$ cat src/rtl/clrb_pkg.sv
// Shared types, constants and helper functions for the console line ring buffer.
// Used by every module under rtl; depends on nothing else.
`default_nettype none

package clrb_pkg;

    localparam int BUF_DEPTH = 128;
    localparam int PTR_W     = $clog2(BUF_DEPTH);
    localparam int CNT_W     = $clog2(BUF_DEPTH + 1);
    localparam int MAX_READ  = 64;
    localparam int CPY_W     = 7;
    localparam int CHAR_W    = 8;
    localparam int LINE_W    = 8;
    localparam int LEFT_W    = 8;

    localparam logic [LINE_W-1:0] LINES_MAX    = 8'd255;
    localparam logic [CHAR_W-1:0] LINE_FEED    = 8'h0A;
    localparam logic [CHAR_W-1:0] CARRIAGE_RET = 8'h0D;

    localparam logic CMD_RX   = 1'b0;
    localparam logic CMD_READ = 1'b1;

    typedef struct packed {
        logic              wr_en;
        logic [PTR_W-1:0]  wr_addr;
        logic [CHAR_W-1:0] wr_data;
        logic              rd_en;
        logic [PTR_W-1:0]  rd_addr;
    } t_mem_req;

    typedef struct packed {
        logic [PTR_W-1:0]  rd_ptr;
        logic [CNT_W-1:0]  count;
        logic [CPY_W-1:0]  copied;
        logic [CPY_W-1:0]  want;
        logic [LINE_W-1:0] lines;
        logic [CHAR_W-1:0] ch;
    } t_step_in;

    typedef struct packed {
        logic [PTR_W-1:0]  rd_ptr;
        logic [CNT_W-1:0]  count;
        logic [CPY_W-1:0]  copied;
        logic [LINE_W-1:0] lines;
        logic              stop;
    } t_step_out;

    function automatic logic [PTR_W-1:0] ring_next(input logic [PTR_W-1:0] p);
        logic [PTR_W-1:0] q;
        if (p == PTR_W'(BUF_DEPTH - 1)) begin
            q = '0;
        end else begin
            q = p + PTR_W'(1);
        end
        return q;
    endfunction

    function automatic logic is_line_end(input logic [CHAR_W-1:0] c);
        return (c == LINE_FEED) || (c == CARRIAGE_RET);
    endfunction

endpackage

`default_nettype wire

$ cat src/rtl/console_line_ring_buffer.sv
// Console receive ring buffer with line discipline. After a receive transfer the input is
// ready again on the next cycle. Each copied byte of a read passes an address cycle, then
// the store's registered read port; an empty read skips the address cycle. A read can also
// stall on the result register; the input is not ready until the last result is loaded.
// Reset (synchronous, active low) clears pointers, counts and pending lines and selects
// line mode; the character store is not cleared and needs no clearing pass.
`default_nettype none

module console_line_ring_buffer (
    input  wire logic        i_clk,
    input  wire logic        i_rst_n,
    input  wire logic        i_cfg_wr_en,
    input  wire logic        i_cfg_wr_data,   // require_full_line
    input  wire logic        s_axis_tvalid,
    output logic             s_axis_tready,
    input  wire logic [15:0] s_axis_tdata,    // [7:0] rx_byte, [14:8] read_max, [15] zero
    input  wire logic        s_axis_tuser,    // cmd
    output logic             m_axis_tvalid,
    input  wire logic        m_axis_tready,
    output logic [23:0]      m_axis_tdata,    // [7:0] data_byte, [14:8] copied_so_far,
                                              // [22:15] stored_after, [23] zero
    output logic             m_axis_tuser,    // has_data
    output logic             m_axis_tlast     // last
);

    clrb_pkg::t_mem_req              mem_req;
    logic [clrb_pkg::CHAR_W-1:0]     mem_rd_data;
    clrb_pkg::t_step_in              step_in;
    clrb_pkg::t_step_out             step_out;

    clrb_store u_store (
        .i_clk     (i_clk),
        .i_req     (mem_req),
        .o_rd_data (mem_rd_data)
    );

    clrb_step u_step (
        .i_step (step_in),
        .o_step (step_out)
    );

    clrb_ctrl u_ctrl (
        .i_clk         (i_clk),
        .i_rst_n       (i_rst_n),
        .i_cfg_wr_en   (i_cfg_wr_en),
        .i_cfg_wr_data (i_cfg_wr_data),
        .i_s_tvalid    (s_axis_tvalid),
        .o_s_tready    (s_axis_tready),
        .i_s_tdata     (s_axis_tdata),
        .i_s_tuser     (s_axis_tuser),
        .o_m_tvalid    (m_axis_tvalid),
        .i_m_tready    (m_axis_tready),
        .o_m_tdata     (m_axis_tdata),
        .o_m_tuser     (m_axis_tuser),
        .o_m_tlast     (m_axis_tlast),
        .o_mem_req     (mem_req),
        .i_mem_rd_data (mem_rd_data),
        .o_step        (step_in),
        .i_step        (step_out)
    );

endmodule

`default_nettype wire

$ cat src/rtl/clrb_store.sv
// Character store of the ring: one write port, one read port with registered data.
// Depends on clrb_pkg for depth, widths and the request struct.
`default_nettype none

module clrb_store (
    input  wire logic                      i_clk,
    input  wire clrb_pkg::t_mem_req        i_req,
    output logic [clrb_pkg::CHAR_W-1:0]    o_rd_data
);

    logic [clrb_pkg::CHAR_W-1:0] r_mem [clrb_pkg::BUF_DEPTH];
    logic [clrb_pkg::CHAR_W-1:0] r_rd_data;

    always_ff @(posedge i_clk) begin
        if (i_req.wr_en) begin
            r_mem[i_req.wr_addr] <= i_req.wr_data;
        end
        if (i_req.rd_en) begin
            r_rd_data <= r_mem[i_req.rd_addr];
        end
    end

    assign o_rd_data = r_rd_data;

endmodule

`default_nettype wire

$ cat src/rtl/clrb_step.sv
// Per-byte read step: advances the read pointer, count and copy tally for one byte.
// Depends on clrb_pkg for the step structs and ring helpers.
`default_nettype none

module clrb_step (
    input  wire clrb_pkg::t_step_in   i_step,
    output clrb_pkg::t_step_out       o_step
);

    logic eol;

    always_comb begin
        eol           = clrb_pkg::is_line_end(i_step.ch);
        o_step.rd_ptr = clrb_pkg::ring_next(i_step.rd_ptr);
        o_step.count  = i_step.count - clrb_pkg::CNT_W'(1);
        o_step.copied = i_step.copied + clrb_pkg::CPY_W'(1);
        if (eol && (i_step.lines != '0)) begin
            o_step.lines = i_step.lines - clrb_pkg::LINE_W'(1);
        end else begin
            o_step.lines = i_step.lines;
        end
        // stop after a line end, a full request or an emptied ring
        o_step.stop = eol || (o_step.copied >= i_step.want) || (o_step.count == '0);
    end

endmodule

`default_nettype wire

$ cat src/rtl/clrb_ctrl.sv
// Sequencer of the ring: pointers, counts, line mode and the result register.
// Depends on clrb_pkg; drives clrb_store and feeds clrb_step once per copied byte.
`default_nettype none

module clrb_ctrl (
    input  wire logic                         i_clk,
    input  wire logic                         i_rst_n,
    input  wire logic                         i_cfg_wr_en,
    input  wire logic                         i_cfg_wr_data,
    input  wire logic                         i_s_tvalid,
    output logic                              o_s_tready,
    input  wire logic [15:0]                  i_s_tdata,
    input  wire logic                         i_s_tuser,
    output logic                              o_m_tvalid,
    input  wire logic                         i_m_tready,
    output logic [23:0]                       o_m_tdata,
    output logic                              o_m_tuser,
    output logic                              o_m_tlast,
    output clrb_pkg::t_mem_req                o_mem_req,
    input  wire logic [clrb_pkg::CHAR_W-1:0]  i_mem_rd_data,
    output clrb_pkg::t_step_in                o_step,
    input  wire clrb_pkg::t_step_out          i_step
);

    localparam logic [1:0] S_IDLE  = 2'd0;
    localparam logic [1:0] S_FETCH = 2'd1;
    localparam logic [1:0] S_EMIT  = 2'd2;

    logic [1:0]                    r_state,     n_state;
    logic [clrb_pkg::PTR_W-1:0]    r_rd_ptr,    n_rd_ptr;
    logic [clrb_pkg::PTR_W-1:0]    r_wr_ptr,    n_wr_ptr;
    logic [clrb_pkg::CNT_W-1:0]    r_count,     n_count;
    logic [clrb_pkg::LINE_W-1:0]   r_lines,     n_lines;
    logic                          r_full_line, n_full_line;
    logic [clrb_pkg::CPY_W-1:0]    r_want,      n_want;
    logic [clrb_pkg::CPY_W-1:0]    r_copied,    n_copied;
    logic                          r_empty,     n_empty;
    logic                          r_out_valid, n_out_valid;
    logic [clrb_pkg::CHAR_W-1:0]   r_out_char,  n_out_char;
    logic                          r_out_has,   n_out_has;
    logic                          r_out_last,  n_out_last;
    logic [clrb_pkg::CPY_W-1:0]    r_out_cpy,   n_out_cpy;
    logic [clrb_pkg::LEFT_W-1:0]   r_out_left,  n_out_left;

    logic                          in_fire;
    logic                          out_free;
    logic                          avail;
    logic [clrb_pkg::CHAR_W-1:0]   rx_char;
    logic [clrb_pkg::CPY_W-1:0]    req_max;
    logic [clrb_pkg::CPY_W-1:0]    want_clip;

    assign o_s_tready = (r_state == S_IDLE);
    assign in_fire    = i_s_tvalid && o_s_tready;
    assign out_free   = !r_out_valid || i_m_tready;
    assign rx_char    = i_s_tdata[7:0];
    assign req_max    = i_s_tdata[14:8];
    assign want_clip  = (req_max > clrb_pkg::CPY_W'(clrb_pkg::MAX_READ))
                        ? clrb_pkg::CPY_W'(clrb_pkg::MAX_READ) : req_max;
    assign avail      = r_full_line ? (r_lines != '0) : (r_count != '0);

    always_comb begin
        o_step.rd_ptr = r_rd_ptr;
        o_step.count  = r_count;
        o_step.copied = r_copied;
        o_step.want   = r_want;
        o_step.lines  = r_lines;
        o_step.ch     = i_mem_rd_data;
    end

    always_comb begin
        n_state     = r_state;
        n_rd_ptr    = r_rd_ptr;
        n_wr_ptr    = r_wr_ptr;
        n_count     = r_count;
        n_lines     = r_lines;
        n_full_line = i_cfg_wr_en ? i_cfg_wr_data : r_full_line;
        n_want      = r_want;
        n_copied    = r_copied;
        n_empty     = r_empty;
        n_out_valid = r_out_valid && !i_m_tready;
        n_out_char  = r_out_char;
        n_out_has   = r_out_has;
        n_out_last  = r_out_last;
        n_out_cpy   = r_out_cpy;
        n_out_left  = r_out_left;

        o_mem_req.wr_en   = 1'b0;
        o_mem_req.wr_addr = r_wr_ptr;
        o_mem_req.wr_data = rx_char;
        o_mem_req.rd_en   = 1'b0;
        o_mem_req.rd_addr = r_rd_ptr;

        unique case (r_state)
            S_IDLE: begin
                if (in_fire) begin
                    if (i_s_tuser == clrb_pkg::CMD_RX) begin
                        o_mem_req.wr_en = 1'b1;
                        n_wr_ptr = clrb_pkg::ring_next(r_wr_ptr);
                        // full ring: drop the oldest byte, count holds
                        if (r_count >= clrb_pkg::CNT_W'(clrb_pkg::BUF_DEPTH)) begin
                            n_rd_ptr = clrb_pkg::ring_next(r_rd_ptr);
                        end else begin
                            n_count = r_count + clrb_pkg::CNT_W'(1);
                        end
                        if (clrb_pkg::is_line_end(rx_char) &&
                            (r_lines != clrb_pkg::LINES_MAX)) begin
                            n_lines = r_lines + clrb_pkg::LINE_W'(1);
                        end
                    end else begin
                        n_want   = want_clip;
                        n_copied = '0;
                        if ((want_clip == '0) || !avail || (r_count == '0)) begin
                            n_empty = 1'b1;
                            n_state = S_EMIT;
                        end else begin
                            n_empty = 1'b0;
                            n_state = S_FETCH;
                        end
                    end
                end
            end
            S_FETCH: begin
                o_mem_req.rd_en = 1'b1;
                n_state = S_EMIT;
            end
            S_EMIT: begin
                if (out_free) begin
                    n_out_valid = 1'b1;
                    if (r_empty) begin
                        n_out_char = '0;
                        n_out_has  = 1'b0;
                        n_out_last = 1'b1;
                        n_out_cpy  = '0;
                        n_out_left = clrb_pkg::LEFT_W'(r_count);
                        n_state    = S_IDLE;
                    end else begin
                        n_rd_ptr   = i_step.rd_ptr;
                        n_count    = i_step.count;
                        n_copied   = i_step.copied;
                        n_lines    = i_step.lines;
                        n_out_char = i_mem_rd_data;
                        n_out_has  = 1'b1;
                        n_out_last = i_step.stop;
                        n_out_cpy  = i_step.copied;
                        n_out_left = clrb_pkg::LEFT_W'(i_step.count);
                        n_state    = i_step.stop ? S_IDLE : S_FETCH;
                    end
                end
            end
            default: begin
                n_state = S_IDLE;
            end
        endcase
    end

    always_ff @(posedge i_clk) begin
        if (!i_rst_n) begin
            r_state     <= S_IDLE;
            r_rd_ptr    <= '0;
            r_wr_ptr    <= '0;
            r_count     <= '0;
            r_lines     <= '0;
            r_full_line <= 1'b1;
            r_want      <= '0;
            r_copied    <= '0;
            r_empty     <= 1'b0;
            r_out_valid <= 1'b0;
        end else begin
            r_state     <= n_state;
            r_rd_ptr    <= n_rd_ptr;
            r_wr_ptr    <= n_wr_ptr;
            r_count     <= n_count;
            r_lines     <= n_lines;
            r_full_line <= n_full_line;
            r_want      <= n_want;
            r_copied    <= n_copied;
            r_empty     <= n_empty;
            r_out_valid <= n_out_valid;
        end
    end

    always_ff @(posedge i_clk) begin
        r_out_char <= n_out_char;
        r_out_has  <= n_out_has;
        r_out_last <= n_out_last;
        r_out_cpy  <= n_out_cpy;
        r_out_left <= n_out_left;
    end

    assign o_m_tvalid = r_out_valid;
    assign o_m_tdata  = {1'b0, r_out_left, r_out_cpy, r_out_char};
    assign o_m_tuser  = r_out_has;
    assign o_m_tlast  = r_out_last;

endmodule

`default_nettype wire

$ cat config.mk
export PLATFORM = sky130hd
export DESIGN_NAME = console_line_ring_buffer
export DESIGN_NICKNAME = d
export VERILOG_FILES = /design/src/rtl/clrb_pkg.sv /design/src/rtl/console_line_ring_buffer.sv /design/src/rtl/clrb_store.sv /design/src/rtl/clrb_step.sv /design/src/rtl/clrb_ctrl.sv
export SDC_FILE = /design/constraint.sdc
export NUM_CORES = 1
export LEC_CHECK = 0
export BUFFER_PORTS_ARGS = -buffer_cell sky130_fd_sc_hd__buf_4
export CAP_MARGIN = 0
export CORE_ASPECT_RATIO = 1.4
export CORE_UTILIZATION = 40
export CTS_BUF_LIST = sky130_fd_sc_hd__clkbuf_4 sky130_fd_sc_hd__clkbuf_8 sky130_fd_sc_hd__clkbuf_16
export DETAILED_ROUTE_END_ITERATION = 12
export GPL_ROUTABILITY_DRIVEN = 0
export RECOVER_POWER = 50
export SLEW_MARGIN = 20
export SYNTH_ARGS = -nofsm -noshare
export SYNTH_HDL_FRONTEND = slang
export SYNTH_SLANG_ARGS = --single-unit
$ cat constraint.sdc
create_clock -name i_clk -period 4.6 [get_ports i_clk]
set_clock_uncertainty 0.15 [all_clocks]
set_input_delay 0.46 -clock i_clk [delete_from_list [all_inputs] [get_ports i_clk]]
set_output_delay 0.46 -clock i_clk [all_outputs]
set_load 0.02 [all_outputs]
; ---- Word-level counts from Yosys, hierarchy flattened
; Memory sizes are Yosys's and may differ from the RTL's. A register that Yosys moved wholly into a read port is not among the register bits.
; Cells that the tools add are included.
[word_totals]
regBits = 74
mem_bits_rw = 1024
input_bits = 23
out_inout_bits = 28
wordCells = 119
memories = 1
[op_classes]
n_addsub = 7
magnitude_cmp = 3
eq_ne = 18
muxes = 45
bitwise = 1
n_reduce_logical = 29
[mem_list]
columns = name, depth, word_bits, rd, rd_clocked_by_memory_dff, wr, line
row1 = u_store.r_mem, 128, 8, 1, 1, 1, clrb_store.sv:11  ; logic [clrb_pkg::CHAR_W-1:0] r_mem [clrb_pkg::BUF_DEPTH];
[op_table]
columns = op, n
row1 = $mux W8, 11
row2 = $mux W7, 12
row3 = $eq A8 B4 Y1 const B, 4
row4 = $pmux W8 S2, 2
row5 = $pmux W7 S2, 2
row6 = $add A7 B1 Y7 const B, 3
row7 = $add A8 B1 Y8 const B, 2
row8 = $logic_not A8 Y1, 2
row9 = $ne A2 B2 Y1 const B, 8
row10 = $reduce_bool A8 Y1, 2
row11 = $sub A8 B1 Y8 const B, 2
row12 = $eq A7 B7 Y1 const B, 2
row13 = $mux W1, 12
row14 = $mux W2, 5
row15 = $reduce_and A5 Y1, 2
row16 = $reduce_and A3 Y1, 3
row17 = $ge A8 B8 Y1 const B, 1
row18 = $ne A8 B8 Y1 const B, 1
row19 = $ge A7 B7 Y1, 1
row20 = $gt A7 B7 Y1 const B, 1
row21 = $logic_not A7 Y1, 1
row22 = $logic_or A1 B1 Y1, 7
row23 = $reduce_and A7 Y1, 1
row24 = $pmux W2 S3, 1
row25 = other kinds (10), 15

; ---- Logic depth before layout (Yosys ltp)
; Gate-level depths: netlist of run 1.
[depth]
depth_word = 9
mapped_depth = 11
depth_no_buf = 11

; ---- Modules after synthesis
; A second synthesis of run 1 with hierarchy kept.
[hier_totals]
cells_unflattened = 2141
area_unflattened_um2 = 44265.0
[modules_own_cells]
columns = mod, instances, cells_per_inst, area_per_inst_um2, seq_area_each_um2
row1 = clrb_store, 1, 1635, 39745.6, 30989.7
row2 = clrb_ctrl, 1, 407, 3792.4, 1731.7
row3 = clrb_step, 1, 99, 726.9, 0.0

; ---- Worst setup path after synthesis of run 1
; No wires, ideal clock.
[synth_path]
kind = reg-to-reg
start = register u_ctrl.r_state[1]
end = register u_ctrl.r_lines[7] in the netlist's numbering
setup_ns = 0.115
arrival_ns = 2.691
required_time_ns = 4.335
path_slack_ns = 1.644
stages_incl_launch_ff = 11
path_buffers = 2
synth_period_minus_slack_ns = 2.956
path_cell_list = dfxtp_1 > buf_2 > nand2b_1 > clkbuf_1 > clkinv_1 > ha_1 > o21a_1 > a2111oi_0 > nor3_1 > o31a_1 > o21a_1
[synth_via]
elab_chain_len = 4
elab_cells_between_ends = 12
cone_classes = eq/ne: 7 / mux: 1 / reduce/logical: 4
[synth_lines]
columns = element, line
row1 = "start, declared", clrb_ctrl.sv:29  ; logic [1:0] r_state, n_state;
row2 = "start signal, assigned", clrb_ctrl.sv:169  ; r_state <= n_state;
row3 = $logic_not A2 Y1, "clrb_ctrl.sv:52, clrb_ctrl.sv:93"
row4 = $logic_and A1 B1 Y1, clrb_ctrl.sv:53  ; assign in_fire = i_s_tvalid && o_s_tready;
row5 = $ne A2 B2 Y1 (no source line), n/a
row6 = $reduce_and A7 Y1 (no source line), n/a
row7 = "end signal, assigned", clrb_ctrl.sv:173  ; r_lines <= n_lines;
row8 = "end, declared", clrb_ctrl.sv:33  ; logic [clrb_pkg::LINE_W-1:0] r_lines, n_lines;
; Parallel ways exist; a longest one is shown, timed or not.
; A chain may end at the register's enable or synchronous reset.

; ---- Worst setup path in the final report of run 1
[layout_path]
start = input s_axis_tdata[5]
end = memory u_store.r_mem[19][5] in the netlist's numbering (data pin)
[layout_rtl]
columns = element, line
row1 = "start, declared", console_line_ring_buffer.sv:16  ; input wire logic [15:0] s_axis_tdata,
row2 = "end, declared", clrb_store.sv:11
; No word-level cell before the write port.

==> results.py, run 1 <==
metrics = {
    "final_layout": {
        "multi_input_area_sq_mm": 0.0104,
        "register_area_sq_mm": 0.0327,
        "final_nets": 2578,
        "syn2layout_area_growth_pct": 12.7,
        "n_antenna_cell": 0,
        "fill_cells": 9376,
        "layout-drive-gt1-share": 0.188,
        "final_cells": 4060,
    },
    "clocking": {
        "cts_resized": 0,
        "clock_sinks": 1106,
        "clk_pin_slew_ns": 0.07,
        "cts_buffer_depth": 3,
        "cts_made_buffers": 97,
        "h-tree-depth": 3,
        "tritoncts": "yes",
        "cts_root_buffer": "clkbuf_16",
        "worst_skew_pair.late_latency_ns": 0.71,
    },
    "power": {
        "p_sw_frac": 0.208,
        "clkPwrFrac": 0.414,
        "power_frac_seq": 0.544,
        "power_mw": 20.4,
        "pwr-share-comb": 0.042,
        "p_sw_mw": 4.26,
        "p_leak_nw": 15.0,
        "power_density_mw_per_mm2": 412,
        "peakVddDrop_mv": 0.279,
        "p_int_mw": 16.2,
    },
    "detailed_routing": {
        "highest_layer": "met5",
        "dr_wl_met3_um": 6080,
        "met2WireLength_um": 60100,
        "drt_iter0_drc": 2028,
        "drc": 0,
        "drt-total-wl_um": 113000,
        "avgRoutedWirePerCell_um": 27.8,
        "vias": 23070,
        "wl_met1_um": 41400,
        "drtAntennaViolNets": 0,
        "via_per_inst": 5.68,
        "firstDrtPassIters": 7,
    },
    "min_path": {
        "hold_path.class": "input port to register",
    },
    "global_route": {
        "first_global_vias": 23574,
        "grt_pass1_wl_um": 163000,
        "grt_usage": 0.204,
        "grt_remaining_overflow": 0,
        "antenna_found_initial": 4,
        "grt_max_degree": 80,
    },
    "critical_path": {
        "worst-endpoint-arrival_ns": 4.19,
        "crit_required_ns": 4.72,
        "critPathCaptureType": "register",
        "path_max_fanout": 64,
        "crit_type": "input port to register",
        "startpoint_type": "input port",
    },
    "yosys": {
        "syn-num-nets": 2432,
        "netlist_area_sq_mm": 0.0440,
        "synthArstFlopShare": 0,
        "ys_ff_latch": 1106,
        "synth_edf_count": 1057,
        "syn_area_per_cell_sq_um": 18.4,
        "synth.distinct_cells": 75,
        "yosysWarnings": 0,
        "ys_seq_area_frac": 0.744,
        "syn_inst": 2388,
        "synthFlopType": "edfxtp_1",
    },
    "timing": {
        "fmax_ghz": 0.245,
        "setup_viol": 0,
        "finalCritPeriodShare": 0.886,
        "grt_setup_unrepaired": "no",
        "drv_slew": 889,
        "fin_ws_ns": 0.524,
        "worstMarginPinSlew_ns": 3.66,
        "slew-limit-headroom": -1.44,
        "setup-tns-final_ns": 0,
        "finalHoldViolations": 0,
        "min_period_ns": 4.08,
    },
    "floorplanning": {
        "die_width_um": 282,
        "chipHeight_um": 394,
        "coreArea_sq_mm": 0.109,
        "die-area_sq_mm": 0.111,
        "rows": 143,
        "initial_utilization": 0.404,
        "io_pins": 51,
    },
    "status": {
        "status": "finished, violations left",
        "violations": "capacitance limit, slew limit",
    },
    "placement": {
        "pre_cts_ws_ns": 0.826,
        "placedCellCount": 3869,
        "hpwl_um": 73900,
        "portBuffers": 48,
    },
    "flow_run": {
        "maxCapViolations": 15,
    },
}
[routing by layer]
layer | up-vias | track usage
li1 | 9921 | -
met2 | 865 | 0.366
met4 | 6 | 0.0908
met3 | 233 | 0.0279
met1 | 12045 | 0.241
met5 | - | 0
[through the flow]
stage                     instance area, sq um   util  hold WS, ns
final                                    49600  0.456       0.0831
after global routing                     49600  0.456       0.0704
after CTS                                49800  0.458      0.00145
after detailed placement                 46400  0.426        0.300
after global placement                   46400  0.426        0.303
after floorplan                          44000      -        0.282
[layout make-up]
cell class,count,area share
clock buffers,111,0.0514
clock inverters,64,0.0148
inverters,23,0.00174
multi-input cells,1136,0.210
flip-flops and latches,1106,0.660
well taps,1450,0.0366
repair buffers,170,0.0251
[placed cells by master (no fill, tap or decap), drive strengths merged, types with 9 or more instances in the layout]
cell type,n
edfxtp,1057
nor2,204
mux4,189
clkbuf,165
mux2i,143
nand2,108
buf,101
a21oi,59
dfxtp,49
a22oi,38
nand3,36
clkinv,36
o22ai,32
nor2b,28
inv,28
o21ai,25
a211oi,23
xnor2,21
ha,20
o221ai,19
a22o,15
dlygate4sd3,15
bufinv,14
a221oi,13
xor2,12
nor3,12
a31oi,12
nand4,11
nand3b,10
clkinvlp,9
a2111oi,9
[power by group through the flow]
stage                     combinational [mW]  clock (mW)  sequential (mW)
after floorplan                        0.513           0             11.3
after global placement                 0.853           0             11.3
after detailed placement               0.873           0             11.3
after CTS                              0.884        8.59             11.1
after global routing                   0.911        8.92             11.1
final                                  0.853        8.47             11.1
[repair_timing]
| item | CTS | global route |
|---|---|---|
| buffers inserted | 0 | 0 |
| hold endpoints to repair | 24 | 0 |
| hold buffers | 15 | 0 |
[synth_stat cells (19+ instances only)]
library cell | n | area share
a211oi_1 | 23 | 0.0039
a21oi_1 | 58 | 0.0066
a22oi_1 | 38 | 0.0065
buf_2 | 37 | 0.0042
clkbuf_1 | 47 | 0.0040
dfxtp_1 | 49 | 0.022
edfxtp_1 | 1057 | 0.72
ha_1 | 20 | 0.0057
inv_1 | 19 | 0.0016
mux2i_1 | 143 | 0.033
mux4_2 | 189 | 0.097
nand2_1 | 108 | 0.0092
nand3_1 | 34 | 0.0039
nor2_1 | 202 | 0.017
nor2b_1 | 27 | 0.0038
o21ai_0 | 21 | 0.0024
o221ai_1 | 19 | 0.0038
o22ai_1 | 32 | 0.0045
xnor2_1 | 21 | 0.0042
[flip-flops by register name, summed over array words and instances, names as in the netlist]
register	flops
u_store.r_mem	1024
u_ctrl.r_count	8
u_ctrl.r_lines	8
u_ctrl.r_out_char	8
u_ctrl.r_out_left	8
u_store.o_rd_data	8
u_ctrl.r_copied	7
u_ctrl.r_out_cpy	7
u_ctrl.r_rd_ptr	7
u_ctrl.r_want	7
u_ctrl.r_wr_ptr	7
u_ctrl.r_state	2
u_ctrl.o_m_tlast	1
u_ctrl.o_m_tuser	1
u_ctrl.o_m_tvalid	1
u_ctrl.r_empty	1
u_ctrl.r_full_line	1
[final timing paths]
check	start	end	slack [ns]	cells after the start
hold reg to reg	u_ctrl.r_want[5]$_SDFFE_PN0P_	u_ctrl.r_want[5]$_SDFFE_PN0P_	0.31	2
setup reg to reg	u_ctrl.r_state[0]$_SDFFE_PN0P_	u_store.r_mem[124][0]$_DFFE_PP_	0.76	6
hold / removal	m_axis_tready	u_ctrl.o_m_tvalid$_SDFF_PN0_	0.08	3
setup / recovery	s_axis_tdata[5]	u_store.r_mem[19][5]$_DFFE_PP_	0.52	4
[cell families after synthesis]
kind of cell               synth area share
DFF                                   0.744
and+or+nand+nor                      0.0472
muxes                                 0.131
AOI/OAI and AO/OA                    0.0460
buffers and inverters                0.0190
xor gates and xnor gates            0.00657
adders and majority gates           0.00614
other                             0.0000852
[worst max-delay path, cell delays in order]
cell           delay [ns]
dlygate4sd3_1        0.52
clkbuf_1             0.72
clkbuf_2             1.08
clkbuf_2             1.18
Note: power is estimated with default switching activity, not from simulation.
==> inputs of run 2 (changes only) <==
--- a/config.mk
+++ b/config.mk
@@ -7,7 +7,7 @@
 export LEC_CHECK = 0
 export BUFFER_PORTS_ARGS = -buffer_cell sky130_fd_sc_hd__buf_4
 export CAP_MARGIN = 0
-export CORE_ASPECT_RATIO = 1.4
+export CORE_ASPECT_RATIO = 0.6
 export CORE_UTILIZATION = 40
 export CTS_BUF_LIST = sky130_fd_sc_hd__clkbuf_4 sky130_fd_sc_hd__clkbuf_8 sky130_fd_sc_hd__clkbuf_16
 export DETAILED_ROUTE_END_ITERATION = 12
==> constraint.sdc (replaced) <==
create_clock -name i_clk -period 4.95 [get_ports i_clk]
set_clock_uncertainty 0.15 [all_clocks]
set_input_delay 0.495 -clock i_clk [delete_from_list [all_inputs] [get_ports i_clk]]
set_output_delay 0.495 -clock i_clk [all_outputs]
set_load 0.02 [all_outputs]
==> run 2 against run 1 <==
Compared with the run above: the flow still finishes with violations (capacitance limit, slew limit); final cell count decreased by 1.4%; first-iteration DRC count rose by 54%; worst setup slack improved by 0.40 ns; global-route usage grew 0.23 points; final area down 0.86%; non-clock buffer count decreased by 32; sequential power decreased by 7%; clock power decreased by 9.4%; critical endpoint is now u_store.r_mem[48][4]$_DFFE_PP_; largest cell class unchanged; largest power group unchanged; highest routed layer is now met4.
==> results.py, run 2 (synthesis results as in run 1) <==
metrics = {
    "status": {
        "status": "finished, violations left",
        "violations": "capacitance limit, slew limit",
    },
    "power": {
        "power_frac_seq": 0.549,
        "clkPwrFrac": 0.408,
        "p_sw_mw": 3.96,
        "p_leak_nw": 14.9,
        "p_int_mw": 14.9,
        "p_sw_frac": 0.210,
        "pwr-share-comb": 0.043,
        "peakVddDrop_mv": 0.333,
        "power_density_mw_per_mm2": 383,
    },
    "critical_path": {
        "crit_type": "input port to register",
        "path_max_fanout": 74,
        "crit_required_ns": 5.14,
        "critPathCaptureType": "register",
        "worst-endpoint-arrival_ns": 4.21,
        "startpoint_type": "input port",
    },
    "clocking": {
        "cts_root_buffer": "clkbuf_16",
        "cts_buffer_depth": 3,
        "clock_sinks": 1106,
        "cts_made_buffers": 97,
        "clk_pin_slew_ns": 0.07,
        "cts_setup_buffers": 0,
        "tritoncts": "yes",
        "h-tree-depth": 3,
        "worst_skew_pair.late_latency_ns": 0.69,
    },
    "placement": {
        "pre_cts_ws_ns": 1.04,
        "placed_area_sq_mm": 0.0460,
        "portBuffers": 48,
        "hpwl_um": 74000,
    },
    "detailed_routing": {
        "via_per_inst": 5.91,
        "drt_iter0_drc": 3133,
        "drtAntennaViolNets": 0,
        "vias": 23658,
        "drc": 0,
        "drt-total-wl_um": 115000,
        "firstDrtPassIters": 5,
        "avgRoutedWirePerCell_um": 28.8,
    },
    "timing": {
        "finalHoldViolations": 0,
        "fin_ws_ns": 0.925,
        "min_period_ns": 4.03,
        "grt_setup_unrepaired": "no",
        "setup_viol": 0,
        "slew-limit-headroom": -0.862,
        "drv_slew": 679,
        "fmax_ghz": 0.248,
        "finalCritPeriodShare": 0.813,
        "worstMarginPinSlew_ns": 2.79,
        "setup-tns-final_ns": 0,
    },
    "final_layout": {
        "largest_register_ffs": 1024,
        "design_area_sq_mm": 0.0492,
        "syn2layout_area_growth_pct": 11.8,
        "layout-drive-gt1-share": 0.182,
        "final_nets": 2546,
        "n_antenna_cell": 0,
        "final_cell_mix": "edfxtp_1, nor2_1, mux4_2",
        "fin_util": 0.454,
        "top_register": "u_store.r_mem",
        "mostFrequentLayoutCell": "edfxtp_1",
    },
    "floorplanning": {
        "coreArea_sq_mm": 0.108,
        "chipHeight_um": 259,
        "initial_utilization": 0.407,
        "die-area_sq_mm": 0.111,
        "io_pins": 51,
        "rows": 93,
        "die_width_um": 430,
    },
    "global_route": {
        "grt_pass1_wl_um": 165000,
        "grt_usage": 0.206,
        "first_global_vias": 22938,
        "antenna_found_initial": 6,
        "grt_remaining_overflow": 0,
        "grt_max_degree": 83,
    },
    "min_path": {
        "hold_path.class": "input port to register",
    },
    "flow_run": {
        "maxCapViolations": 12,
    },
}
[run 2: cell types whose count changed in the layout (fill, tap and decap cells not counted), moves of 6 or more]
cell / before / now
buf_4: 90 / 76
clkbuf_1: 47 / 39
nand2_2: 0 / 6
nand2_1: 108 / 102
clkinvlp_4: 9 / 2
buf_12: 10 / 3
clkinv_1: 14 / 22
[run 2: final timing paths]
check,start,endpoint,slack [ns],depth (start not counted)
max,s_axis_tdata[4],u_store.r_mem[48][4]$_DFFE_PP_,0.92,3
min,m_axis_tready,u_ctrl.o_m_tvalid$_SDFF_PN0_,0.10,3
max reg2reg,u_ctrl.r_rd_ptr[0]$_SDFFE_PN0P_,u_store.o_rd_data[2]$_DFFE_PN_,0.98,8
min reg2reg,u_ctrl.r_want[6]$_SDFFE_PN0P_,u_ctrl.r_want[6]$_SDFFE_PN0P_,0.31,2
[run 2: power groups by stage]
stage / combinational, mW / clock [mW] / sequential [mW]
6_report: 0.810 / 7.67 / 10.3
5_1_grt: 0.862 / 8.11 / 10.3
4_1_cts: 0.824 / 7.76 / 10.3
3_5_place_dp: 0.812 / 0 / 10.5
3_3_place_gp: 0.790 / 0 / 10.5
2_1_floorplan: 0.476 / 0 / 10.5
[run 2: layer usage]
| metal | global-route usage | share of wire | wire (um) | up-vias |
|---|---|---|---|---|
| met1 | 0.324 | 0.45 | 52100 | 12366 |
| met3 | 0.0607 | 0.12 | 13900 | 152 |
| met2 | 0.279 | 0.41 | 47100 | 1266 |
| met4 | 0.0466 | 0.018 | 2040 | 0 |
| li1 | - | - | - | 9874 |
| met5 | 0 | 0 | 0 | - |
[run 2: layout make-up]
| type | count | area (sq um) |
|---|---|---|
| flip-flops and latches | 1106 | 32700 |
| well taps | 1425 | 1780 |
| multi-input cells | 1136 | 10500 |
| clock inverters | 59 | 539 |
| clock buffers | 117 | 2610 |
| inverters | 23 | 86.3 |
| fillers | 9116 | 59000 |
| repair buffers | 138 | 950 |
[run 2: repair_timing]
| item | 4_1_cts | 5_1_grt |
|---|---|---|
| endpoints found under the setup margin | 0 | 0 |
| gates resized for setup | 0 | 0 |
| hold buffers | 14 | 0 |
| endpoints found under the hold margin | 12 | 0 |
[run 2: through the flow]
| step | hold WS [ns] | total power [mW] | instances |
|---|---|---|---|
| floorplan | 0.282 | 11.0 | 2388 |
| global placement | 0.297 | 11.3 | 3814 |
| detailed placement | 0.299 | 11.3 | 3814 |
| CTS | 0.00382 | 18.9 | 4004 |
| global route | 0.109 | 19.3 | 4004 |
| finish | 0.103 | 18.8 | 4004 |
[run 2: critical path, stage by stage]
cell,delay (ns)
clkbuf_1,0.60
clkbuf_1,2.01
buf_4,0.99
